[config.mk]
export PLATFORM = sky130hd
export DESIGN_NAME = gre_decapsulator_checksum
export DESIGN_NICKNAME = d
export VERILOG_FILES = /design/src/sv/gdc_pkg.sv /design/src/sv/gre_decapsulator_checksum.sv /design/src/sv/gdc_step.sv
export SDC_FILE = /design/constraint.sdc
export NUM_CORES = 1
export LEC_CHECK = 0
export ABC_CLOCK_PERIOD_IN_PS = 15050
export BUFFER_PORTS_ARGS = -buffer_cell sky130_fd_sc_hd__buf_2
export CAP_MARGIN = 30
export CORE_MARGIN = 5
export CORE_UTILIZATION = 35
export CTS_CLUSTER_DIAMETER = 120
export DETAILED_ROUTE_END_ITERATION = 16
export PLACE_DENSITY = 0.56
export SETUP_SLACK_MARGIN = 0.02
export SLEW_MARGIN = 20
export SYNTH_ARGS = -nofsm -noshare
export SYNTH_HDL_FRONTEND = slang
export SYNTH_SLANG_ARGS = --single-unit
[constraint.sdc]
create_clock -name clk -period 15.05 [get_ports clk]
set_clock_uncertainty 0.05 [all_clocks]
set_input_delay 2.2575 -clock clk [delete_from_list [all_inputs] [get_ports clk]]
set_output_delay 2.2575 -clock clk [all_outputs]
set_load 0.01 [all_outputs]
[src/sv/gdc_pkg.sv]
// Types, constants and helpers shared by the GRE decapsulator
`timescale 1ns / 1ps
`default_nettype none

package gdc_pkg;

	localparam int IP_HEADER_BYTES  = 20;
	localparam int MAX_PACKET_BYTES = 65535;

	localparam logic [15:0] IP_HDR_LEN   = 16'(IP_HEADER_BYTES);
	localparam logic [15:0] MAX_PKT_LEN  = 16'(MAX_PACKET_BYTES);
	localparam logic [15:0] PROTO_RESET  = 16'h0800;

	// GRE header byte offsets and header lengths
	localparam logic [15:0] OFS_FLAGS    = 16'd0;
	localparam logic [15:0] OFS_PROTO_HI = 16'd2;
	localparam logic [15:0] OFS_PROTO_LO = 16'd3;
	localparam logic [15:0] OFS_CSUM_HI  = 16'd4;
	localparam logic [15:0] OFS_CSUM_LO  = 16'd5;
	localparam logic [15:0] HDR_LEN_CSUM = 16'd8;
	localparam logic [15:0] HDR_LEN_BASE = 16'd4;

	localparam logic [1:0] VERDICT_OK       = 2'd0;
	localparam logic [1:0] VERDICT_BAD_PROTO = 2'd1;
	localparam logic [1:0] VERDICT_BAD_CSUM = 2'd2;
	localparam logic [1:0] VERDICT_TRUNC    = 2'd3;

	typedef struct packed {
		logic [7:0] data_byte;
		logic       last_byte;
	} gdc_in_t;

	typedef struct packed {
		logic [7:0] payload_byte;
		logic       byte_present;
		logic       end_of_packet;
		logic [1:0] verdict;
	} gdc_out_t;

	typedef struct packed {
		logic [15:0] byte_position;
		logic [15:0] sum_accumulator;
		logic [15:0] received_checksum;
		logic        checksum_present;
		logic [15:0] protocol_word;
		logic [7:0]  high_byte_hold;
		logic        discard_flag;
	} gdc_state_t;

	// one's-complement 16-bit add with end-around carry
	function automatic logic [15:0] ones_add(input logic [15:0] s, input logic [15:0] w);
		logic [16:0] t;
		t = {1'b0, s} + {1'b0, w};
		return t[15:0] + {15'd0, t[16]};
	endfunction

endpackage

`default_nettype wire

[src/sv/gre_decapsulator_checksum.sv]
// Top level: GRE decapsulator with Internet checksum check
// A word accepted on the input is held in the input register; once it may advance, its result
//   is written into the result register, from which it is presented.
// Throughput: one byte per cycle unless the output stalls; an input register and a result register carry the flow.
// Bytes that give no result pass through without taking the output slot.
// Reset (arst_n low) clears packet state and valids, and sets expected_protocol to 0x0800.
`timescale 1ns / 1ps
`default_nettype none

module gre_decapsulator_checksum (
	input  wire                clk,
	input  wire                arst_n,
	input  wire                in_valid,
	output logic               in_ready,
	input  wire gdc_pkg::gdc_in_t in_data,
	output logic               out_valid,
	input  wire                out_ready,
	output gdc_pkg::gdc_out_t  out_data,
	input  wire                cfg_we,
	input  wire [15:0]         cfg_wdata
);
	import gdc_pkg::*;

	gdc_in_t    in_s1;
	logic       vld_s1;
	gdc_out_t   out_s2;
	logic       vld_s2;
	gdc_state_t st_q;
	gdc_state_t st_next;
	gdc_out_t   res;
	logic       emit;
	logic       advance;
	logic [15:0] proto_q;

	gdc_step u_step (
		.st                (st_q),
		.word              (in_s1),
		.expected_protocol (proto_q),
		.st_next           (st_next),
		.emit              (emit),
		.res               (res)
	);

	assign advance   = vld_s1 && (!emit || !vld_s2 || out_ready);
	assign in_ready  = !vld_s1 || advance;
	assign out_valid = vld_s2;
	assign out_data  = out_s2;

	always_ff @(posedge clk or negedge arst_n) begin
		if (!arst_n) begin
			proto_q <= PROTO_RESET;
		end else if (cfg_we) begin
			proto_q <= cfg_wdata;
		end
	end

	always_ff @(posedge clk or negedge arst_n) begin
		if (!arst_n) begin
			vld_s1 <= 1'b0;
			vld_s2 <= 1'b0;
			st_q   <= '0;
		end else begin
			if (in_valid && in_ready)
				vld_s1 <= 1'b1;
			else if (advance)
				vld_s1 <= 1'b0;

			if (advance && emit)
				vld_s2 <= 1'b1;
			else if (out_ready)
				vld_s2 <= 1'b0;

			if (advance)
				st_q <= st_next;
		end
	end

	// payload registers
	always_ff @(posedge clk) begin
		if (in_valid && in_ready)
			in_s1 <= in_data;
		if (advance && emit)
			out_s2 <= res;
	end

endmodule

`default_nettype wire

[src/sv/gdc_step.sv]
// Per-byte parse, checksum and result logic of the GRE decapsulator
`timescale 1ns / 1ps
`default_nettype none

module gdc_step (
	input  wire gdc_pkg::gdc_state_t st,
	input  wire gdc_pkg::gdc_in_t    word,
	input  wire [15:0]               expected_protocol,
	output gdc_pkg::gdc_state_t      st_next,
	output logic                     emit,
	output gdc_pkg::gdc_out_t        res
);
	import gdc_pkg::*;

	logic [15:0] k;
	logic [15:0] hdr;
	logic [7:0]  sb;
	logic [1:0]  fin;
	logic        b_last;

	assign k      = st.byte_position - IP_HDR_LEN;
	assign b_last = word.last_byte;

	always_comb begin
		st_next = st;
		emit    = 1'b0;
		res     = '0;
		sb      = word.data_byte;
		hdr     = HDR_LEN_BASE;
		fin     = VERDICT_OK;

		if (st.byte_position >= MAX_PKT_LEN) begin
			if (b_last) begin
				emit        = 1'b1;
				res.verdict = st.discard_flag ? VERDICT_BAD_PROTO : VERDICT_TRUNC;
			end
		end else if (st.byte_position < IP_HDR_LEN) begin
			if (b_last) begin
				emit        = 1'b1;
				res.verdict = VERDICT_TRUNC;
			end
		end else begin
			if (k == OFS_FLAGS)
				st_next.checksum_present = word.data_byte[7];
			hdr = st_next.checksum_present ? HDR_LEN_CSUM : HDR_LEN_BASE;

			if (!st.discard_flag) begin
				if (st_next.checksum_present && (k == OFS_CSUM_HI || k == OFS_CSUM_LO)) begin
					if (k == OFS_CSUM_HI)
						st_next.received_checksum[15:8] = word.data_byte;
					else
						st_next.received_checksum[7:0] = word.data_byte;
					sb = 8'hFF;
				end
				if (!k[0]) begin
					st_next.high_byte_hold = sb;
					if (b_last)
						st_next.sum_accumulator = ones_add(st.sum_accumulator, {sb, 8'h00});
				end else begin
					st_next.sum_accumulator = ones_add(st.sum_accumulator,
						{st.high_byte_hold, sb});
				end
				if (k == OFS_PROTO_HI) begin
					st_next.protocol_word[15:8] = word.data_byte;
				end else if (k == OFS_PROTO_LO) begin
					st_next.protocol_word[7:0] = word.data_byte;
					if ({st.protocol_word[15:8], word.data_byte} != expected_protocol)
						st_next.discard_flag = 1'b1;
				end
			end

			if (st_next.checksum_present &&
			    (~st_next.sum_accumulator != st_next.received_checksum))
				fin = VERDICT_BAD_CSUM;

			if (st_next.discard_flag) begin
				if (b_last) begin
					emit        = 1'b1;
					res.verdict = VERDICT_BAD_PROTO;
				end
			end else if (k < hdr) begin
				if (b_last) begin
					emit        = 1'b1;
					res.verdict = ((k + 16'd1) < hdr) ? VERDICT_TRUNC : fin;
				end
			end else begin
				emit             = 1'b1;
				res.payload_byte = word.data_byte;
				res.byte_present = 1'b1;
				if (b_last)
					res.verdict = fin;
			end
		end

		res.end_of_packet = b_last & emit;

		if (b_last)
			st_next = '0;
		else if (st.byte_position < MAX_PKT_LEN)
			st_next.byte_position = st.byte_position + 16'd1;
	end

endmodule

`default_nettype wire

==> results of run 1 <==
-- worst max-delay path, delay by kind of cell (launching register included) --
family	cells	cell delay, ns
flops	1	0.56
fa+ha+maj	5	1.26
xor+xnor	1	0.19
mux	1	0.41
buf+inv	4	0.53
simple gates	11	2.78
compound gates	10	1.97
-- power groups by stage --
| stage | registers (W) | logic [W] | clock network (W) |
|---|---|---|---|
| after detailed placement | 0.000333 | 0.000190 | 0 |
| after global routing | 0.000330 | 0.000213 | 0.000269 |
| after floorplan | 0.000323 | 0.000141 | 0 |
| after global placement | 0.000333 | 0.000190 | 0 |
| final | 0.000328 | 0.000193 | 0.000251 |
| after CTS | 0.000328 | 0.000191 | 0.000257 |
-- through the flow --
step	total power (W)	setup slack (ns)	cells	instance area (um2)
after floorplan	0.000464	7.73	862	7900
after global placement	0.000524	7.34	1149	8320
after detailed placement	0.000523	7.10	1151	8330
after CTS	0.000776	7.06	1167	8650
after global routing	0.000812	6.13	1169	8660
final	0.000772	6.99	1169	8660
-- state kept, by name (all words and copies together), names as in the netlist --
name,cells
st_q,66
proto_q,16
out_data,12
in_s1,9
out_valid,1
vld_s1,1
-- cells in the mapped netlist (16+ instances only) --
| master | instances |
|---|---|
| ha_1 | 40 |
| a22o_1 | 20 |
| nor2_1 | 66 |
| nand3_1 | 37 |
| edfxtp_1 | 21 |
| inv_1 | 31 |
| mux2i_1 | 21 |
| xor2_1 | 30 |
| xnor2_1 | 48 |
| and3_1 | 17 |
| mux2_2 | 20 |
| dfrtp_1 | 83 |
| clkbuf_1 | 28 |
| nand4_1 | 16 |
| o21ai_0 | 57 |
| a21oi_1 | 39 |
| nand2_1 | 62 |
-- cell families after synthesis --
family	count (synthesis)	share of synthesized area [%]
and+or+nand+nor	299	20.7
adders and majority gates	42	6.84
AOI/OAI and AO/OA	217	19.3
buffers and inverters	79	4.09
DFF	105	34.6
xor gates and xnor gates	79	8.94
muxes	41	5.51
-- metal layers --
layer  routed length [um]  global-route usage, %
met1                10600                   24.9
met2                10300                   27.9
met3                 1180                   2.55
met4                  393                   5.20
met5                    0                      0
-- cell type report --
cell class	count	area share [%]
multi-input cells	678	56.0
flip-flops and latches	105	31.6
well taps	285	4.12
repair buffers	52	3.19
clock buffers	9	2.60
inverters	33	1.43
clock inverters	7	1.03
-- worst min path at each step --
stage,slack (ns),endpoint,cells after the start
global route,0.47,st_q[30]$_DFFE_PN0P_,1
finish,0.45,st_q[3]$_DFFE_PN0P_,2
floorplan,0.41,st_q[1]$_DFFE_PN0P_,2
CTS,0.45,st_q[3]$_DFFE_PN0P_,2
global placement,0.43,st_q[2]$_DFFE_PN0P_,2
detailed placement,0.44,st_q[3]$_DFFE_PN0P_,2
==> out/summary.txt, run 1 <==
status: finished, final reports clean
Avg Cell Area, Syn: 9.16 um2
worst reg2reg path depth: 32
clk buf depth: 2
Initial Utilization: 35.2%
worst setup path endpoint: out_data[1]$_DFFE_PP_
CP most frequent cell: ha_1
first-pass GRT wire length: 36,500 um
fin util: 38.6%
final WL: 22,400 um
clk_lat worst skew: 0.37 ns
crit path launch: st_q[60]$_DFFE_PN0P_
Avg Vias per Cell: 5.72
Final Setup Violations: 0
gpl congestion: 0.891
critical path class: reg2reg
# DRC: 0
share of the synthesized area in the top cell type: 26.3%
# diodes: 0
htree depth: 3
Slew HR: 37.9%
Hold Path Origin: st_q[3]$_DFFE_PN0P_
ys async rst share: 80.0%
Post-synth EDFFs: 21
r2r setup slk: 6.99 ns
Tot GR Track Use: 17.6%
Routed Antenna Nets: 0
Pwr Density: 89.2 nW/um2
number of global-route vias before repair: 6,467
cells after synthesis: 862
Post-Syn Area: 7900 um2
largest net degree at the start of global routing: 56
WL/cell: 19.2 um
Lkg Pwr: 3.69 nW
max incr delay on CP: 0.58 ns
max-slew violations: 0
number of I/O pins: 44
Int Pwr: 0.000502 W
Clock transition at path regs: 0.08 ns
Worst Setup End Kind: flip-flop
Net Count, Synth: 934
DRT Pass-1 Iters: 5
Switch Pwr: 0.000270 W
Synth cell types: 88
die area: 25,700 um2
Register Area: 2730 um2
Layout area overhead: 9.60%
core area: 22,400 um2
Fmax: 124 MHz
postcts setup bufs: 0
Fin Setup TNS: 0 ns
die extent in y: 160 um
Synth area leader: dfrtp_1
sequential fraction of the synthesis area: 34.6%
Final Hold Fails: 0
Comb pwr share: 25.0%
period utilization: 53.5%
Synth Flop Type: dfrtp_1
PortBufs: 43
TritonCTS clock tree: yes
Ys Warns: 0
crit-path max FO: 15
Max-cap violations: 0
post-cts gate resize count: 0
post-layout min period: 8.06 ns
CTS Hold Bufs: 0
Post-DP HPWL: 16,400 um
Root Driver: clkbuf_16
Sw Share: 35.0%
Initial DRC Count: 521
nets: 951
Hold Path Class: reg2reg
Die X-Extent: 160 um
worst endpoint required time: 15.10 ns
GRT overflow: 0
initial antenna violation count: 0
Clk network pwr share: 32.6%
share of layout cells above drive strength 1: 12.9%
# rows: 55
Filler Cells Inserted: 2,256
CTS buffer count: 9
commonest cells after routing, fill and taps aside: dfrtp_1 (83), nor2_1 (66), nand2_1 (62)
detailed-route via count: 6,690
area of the multi-input gates: 4850 um2
Yosys reg bits: 105
Max stage delay cell, worst path: nor4_1
hold slack: 0.452 ns
most common cell after layout, fill and taps aside: dfrtp_1
CTS Sinks: 105
end of the worst register-to-register path: out_data[1]$_DFFE_PP_
maximum vdd drop: 52.7 uV
top cells by area, synth: dfrtp_1 (26%), edfxtp_1 (8.0%), ha_1 (6.3%)
RSZ-0062 raised after global routing: no
Worst R2R Start: st_q[60]$_DFFE_PN0P_
Data arrival, critical path: 8.11 ns
CP startpoint kind: flip-flop
Slew @ Worst Pin: 0.930 ns
part of the power in registers: 42.5%
Power figures use the tool's default switching activity.
==> run 2, diff against run 1 <==
- ABC_CLOCK_PERIOD_IN_PS: 15050 -> 8400
- clock period: 15.05 -> 8.4 ns (I/O delays scaled with it)
==> out/summary.txt, run 2 (same netlist as run 1, synthesis figures left out) <==
Filler Cells Inserted: 2,262
max incr delay on CP: 0.64 ns
Max stage delay cell, worst path: dfrtp_1
clk_lat worst skew: 0.36 ns
post-layout min period: 7.86 ns
share of layout cells above drive strength 1: 13.5%
Hold Path Class: reg2reg
most flop-heavy register: st_q
Fin Setup TNS: 0 ns
commonest cells after routing, fill and taps aside: dfrtp_1 (83), nor2_1 (66), nand2_1 (62)
Slew HR: 38.1%
final WL: 22,500 um
most common cell after layout, fill and taps aside: dfrtp_1
Root Driver: clkbuf_16
max reg flops: 66
RSZ-0062 raised after global routing: no
Int Pwr: 0.000898 W
Data arrival, critical path: 7.91 ns
htree depth: 3
status: finished, final reports clean
CTS Sinks: 105
core area: 22,400 um2
Switch Pwr: 0.000475 W
CTS buffer count: 9
PortBufs: 43
critical path class: reg2reg
Worst Setup End Kind: flip-flop
Fmax: 127 MHz
worst endpoint required time: 8.45 ns
Lkg Pwr: 3.71 nW
hold slack: 0.452 ns
crit-path max FO: 15
part of the power in registers: 42.6%
CP startpoint kind: flip-flop
clk buf depth: 2
Die X-Extent: 160 um
Layout area overhead: 10.4%
# DRC: 0
first-pass GRT wire length: 36,000 um
GRT overflow: 0
post-cts gate resize count: 0
WL/cell: 19.2 um
postcts setup bufs: 0
max-slew violations: 0
worst reg2reg path depth: 29
largest net degree at the start of global routing: 54
Comb pwr share: 25.1%
Post-DP HPWL: 16,800 um
CP most frequent cell: inv_1
initial antenna violation count: 0
number of global-route vias before repair: 6,496
Sw Share: 34.6%
worst hold path depth: 2
Initial Utilization: 35.2%
Pwr Density: 158 nW/um2
Register Area: 2730 um2
Tot GR Track Use: 17.3%
Max-cap violations: 0
CTS Hold Bufs: 0
Clock transition at path regs: 0.09 ns
die area: 25,700 um2
Avg Vias per Cell: 5.67
gpl congestion: 0.928
maximum vdd drop: 97.9 uV
Final Hold Fails: 0
TritonCTS clock tree: yes
# rows: 55
Final Setup Violations: 0
# diodes: 0
detailed-route via count: 6,643
area of the multi-input gates: 4870 um2
die extent in y: 160 um
Clk network pwr share: 32.2%
Routed Antenna Nets: 0
Slew @ Worst Pin: 0.927 ns
Initial DRC Count: 484
period utilization: 93.5%
number of I/O pins: 44
nets: 954
DRT Pass-1 Iters: 5
[run 2: changes by cell type in the layout (fill, tap and decap cells not counted), sizes merged]
cell and change:
clkinv +1, inv -1, buf +3
[run 2: worst paths after layout]
path	start	slack [ns]	endpoint
worst min-delay path	st_q[6]$_DFFE_PN0P_	0.45	st_q[6]$_DFFE_PN0P_
min in group asynchronous	arst_n	0.68	st_q[72]$_DFFE_PN0P_
worst max-delay path	st_q[60]$_DFFE_PN0P_	0.54	out_data[1]$_DFFE_PP_
worst max register to register	st_q[60]$_DFFE_PN0P_	0.54	out_data[1]$_DFFE_PP_
worst min register to register	st_q[6]$_DFFE_PN0P_	0.45	st_q[6]$_DFFE_PN0P_
max in group asynchronous	arst_n	6.70	proto_q[11]$_DFFE_PN1P_
[run 2: per-layer routing]
layer  GRT usage, %  share of wire, %  vias to the layer above
met3           2.66               5.3                       28
li1               -                 -                     3222
met4           4.81               1.8                        0
met2           27.9                46                      193
met5              0                 0                        -
met1           24.2                46                     3200
[run 2: layout make-up]
class / instances / area share, %
repair buffers: 55 / 3.66
well taps: 285 / 4.09
multi-input cells: 678 / 55.9
clock buffers: 9 / 2.58
clock inverters: 7 / 1.02
inverters: 33 / 1.42
flip-flops and latches: 105 / 31.4
[run 2: power by group through the flow]
stage	Clock [W]	Combinational, W	Sequential (W)
floorplan	0	0.000252	0.000579
finish	0.000443	0.000345	0.000585
detailed placement	0	0.000341	0.000595
global placement	0	0.000338	0.000596
CTS	0.000454	0.000343	0.000586
global route	0.000478	0.000378	0.000590
[run 2: through the flow]
stage | area [um2] | setup slack, ns | instances | util [%] | total power [W]
floorplan | 7900 | 1.08 | 862 | - | 0.000831
global placement | 8340 | 0.700 | 1151 | 37.2 | 0.000934
detailed placement | 8380 | 0.491 | 1155 | 37.4 | 0.000936
CTS | 8690 | 0.420 | 1171 | 38.8 | 0.00138
global route | 8720 | 0.00450 | 1172 | 38.9 | 0.00145
finish | 8720 | 0.544 | 1172 | 38.9 | 0.00137
[run 2: critical path: cells and delay by family, from the launching register on]
family	cells	cell delay, ns
buffers and inverters	5	0.57
and+or+nand+nor	8	1.86
xor gates and xnor gates	1	0.33
adders and majority gates	4	1.27
AOI/OAI and AO/OA	11	2.88
DFF	1	0.64
==> run 3, diff against run 2 <==
- RECOVER_POWER: unset -> 50
==> out/summary.txt, run 3 (same netlist as run 1, synthesis figures left out) <==
clk buf depth: 2
RSZ-0062 raised after global routing: no
Clock transition at path regs: 0.09 ns
period utilization: 93.7%
Final Setup Violations: 0
CTS Hold Bufs: 0
Final Hold Fails: 0
WL/cell: 19.2 um
CTS buffer count: 9
Initial DRC Count: 438
core area: 22,400 um2
CTS Sinks: 105
CP startpoint kind: flip-flop
most common cell after layout, fill and taps aside: dfrtp_1
Post-DP HPWL: 16,800 um
Data arrival, critical path: 7.92 ns
delay-heaviest family, CP: compound AO/OA/AOI/OAI gates
Routed Antenna Nets: 0
largest net degree at the start of global routing: 54
critical path class: reg2reg
postcts setup bufs: 0
max reg flops: 66
Filler Cells Inserted: 2,266
Pwr Density: 158 nW/um2
gpl congestion: 0.928
final WL: 22,500 um
Max-cap violations: 1
Tot GR Track Use: 17.3%
GRT overflow: 0
most flop-heavy register: st_q
number of I/O pins: 44
DRT Pass-1 Iters: 5
first-pass GRT wire length: 36,000 um
max incr delay on CP: 0.64 ns
TritonCTS clock tree: yes
post-layout min period: 7.87 ns
Avg Vias per Cell: 5.71
crit-path max FO: 15
htree depth: 3
failing checks: max-capacitance violations, max-slew violations
post-cts gate resize count: 0
Worst Path Buf+Inv: 5
# DRC: 0
clk_lat worst skew: 0.36 ns
Slew @ Worst Pin: 2.85 ns
Max stage delay cell, worst path: dfrtp_1
Fmax: 127 MHz
status: complete, but fails checks
# rows: 55
Worst Setup End Kind: flip-flop
share of layout cells above drive strength 1: 12.9%
Hold Path Class: reg2reg
nets: 954
commonest cells after routing, fill and taps aside: dfrtp_1 (83), nor2_1 (66), nand2_1 (62)
Slew HR: -89.8%
maximum vdd drop: 98.3 uV
die area: 25,700 um2
PortBufs: 43
detailed-route via count: 6,690
# diodes: 0
die extent in y: 160 um
Die X-Extent: 160 um
number of global-route vias before repair: 6,496
Layout area overhead: 9.93%
max-slew violations: 54
worst endpoint required time: 8.45 ns
fin util: 38.7%
CP most frequent cell: inv_1
Fin Setup TNS: 0 ns
Lkg Pwr: 3.68 nW
initial antenna violation count: 0
Root Driver: clkbuf_16
Initial Utilization: 35.2%
run 3: cell count changes in the layout (fill, tap and decap cells not counted), sizes merged:
cell / change
buf: -6
clkbuf: +6
run 3: worst reg2reg max path, delay by kind of cell (launching register included):
| family | cells | cell delay (ns) |
|---|---|---|
| AO/OA/AOI/OAI | 11 | 2.87 |
| AND/OR/NAND/NOR | 8 | 1.87 |
| adder cells (fa/ha/maj) | 4 | 1.27 |
| flip-flops | 1 | 0.64 |
| buffers and inverters | 5 | 0.59 |
| XOR/XNOR | 1 | 0.32 |
run 3: worst paths after layout:
| path | start | endpoint | slack, ns | depth (start not counted) |
|---|---|---|---|---|
| setup / recovery | st_q[60]$_DFFE_PN0P_ | out_data[1]$_DFFE_PP_ | 0.53 | 29 |
| setup reg to reg | st_q[60]$_DFFE_PN0P_ | out_data[1]$_DFFE_PP_ | 0.53 | 29 |
| max in group asynchronous | arst_n | st_q[34]$_DFFE_PN0P_ | 3.30 | 3 |
| hold reg to reg | st_q[6]$_DFFE_PN0P_ | st_q[6]$_DFFE_PN0P_ | 0.45 | 2 |
| hold / removal | st_q[6]$_DFFE_PN0P_ | st_q[6]$_DFFE_PN0P_ | 0.45 | 2 |
| min in group asynchronous | arst_n | st_q[72]$_DFFE_PN0P_ | 0.83 | 1 |
run 3: layer usage:
| layer | vias to the layer above | share of wire [%] | GRT usage, % |
|---|---|---|---|
| li1 | 3219 | - | - |
| met1 | 3231 | 47 | 24.2 |
| met2 | 209 | 47 | 27.9 |
| met3 | 31 | 5.0 | 2.66 |
| met4 | 0 | 1.9 | 4.81 |
| met5 | - | 0 | 0 |
run 3: area by class of cell:
type / count / area [um2] / share of cell area [%]
Clock inverter: 7 / 88.8 / 1.02
Clock buffer: 9 / 225 / 2.59
Sequential cell: 105 / 2730 / 31.5
Inverter: 33 / 124 / 1.43
Tap cell: 285 / 357 / 4.11
Timing Repair Buffer: 55 / 284 / 3.27
Multi-Input combinational cell: 678 / 4870 / 56.1
run 3: per-stage QoR:
stage	hold WS, ns	area [um2]	total power [W]	std cells	setup WS (ns)
2_1_floorplan	0.406	7900	0.000831	862	1.08
3_5_place_dp	0.431	8380	0.000936	1155	0.491
4_1_cts	0.452	8690	0.00138	1171	0.420
3_3_place_gp	0.428	8340	0.000934	1151	0.700
5_1_grt	0.476	8680	0.00144	1172	0.00450
6_report	0.450	8680	0.00137	1172	0.533
run 3: report_power, final:
| group | leakage (nW) | internal (W) | switching (W) | total, W |
|---|---|---|---|---|
| clock network | 0.154 | 0.000216 | 0.000228 | 0.000444 |
| logic | 2.20 | 0.000130 | 0.000213 | 0.000343 |
| registers | 1.33 | 0.000551 | 0.0000347 | 0.000586 |
| total | 3.68 | 0.000896 | 0.000476 | 0.00137 |
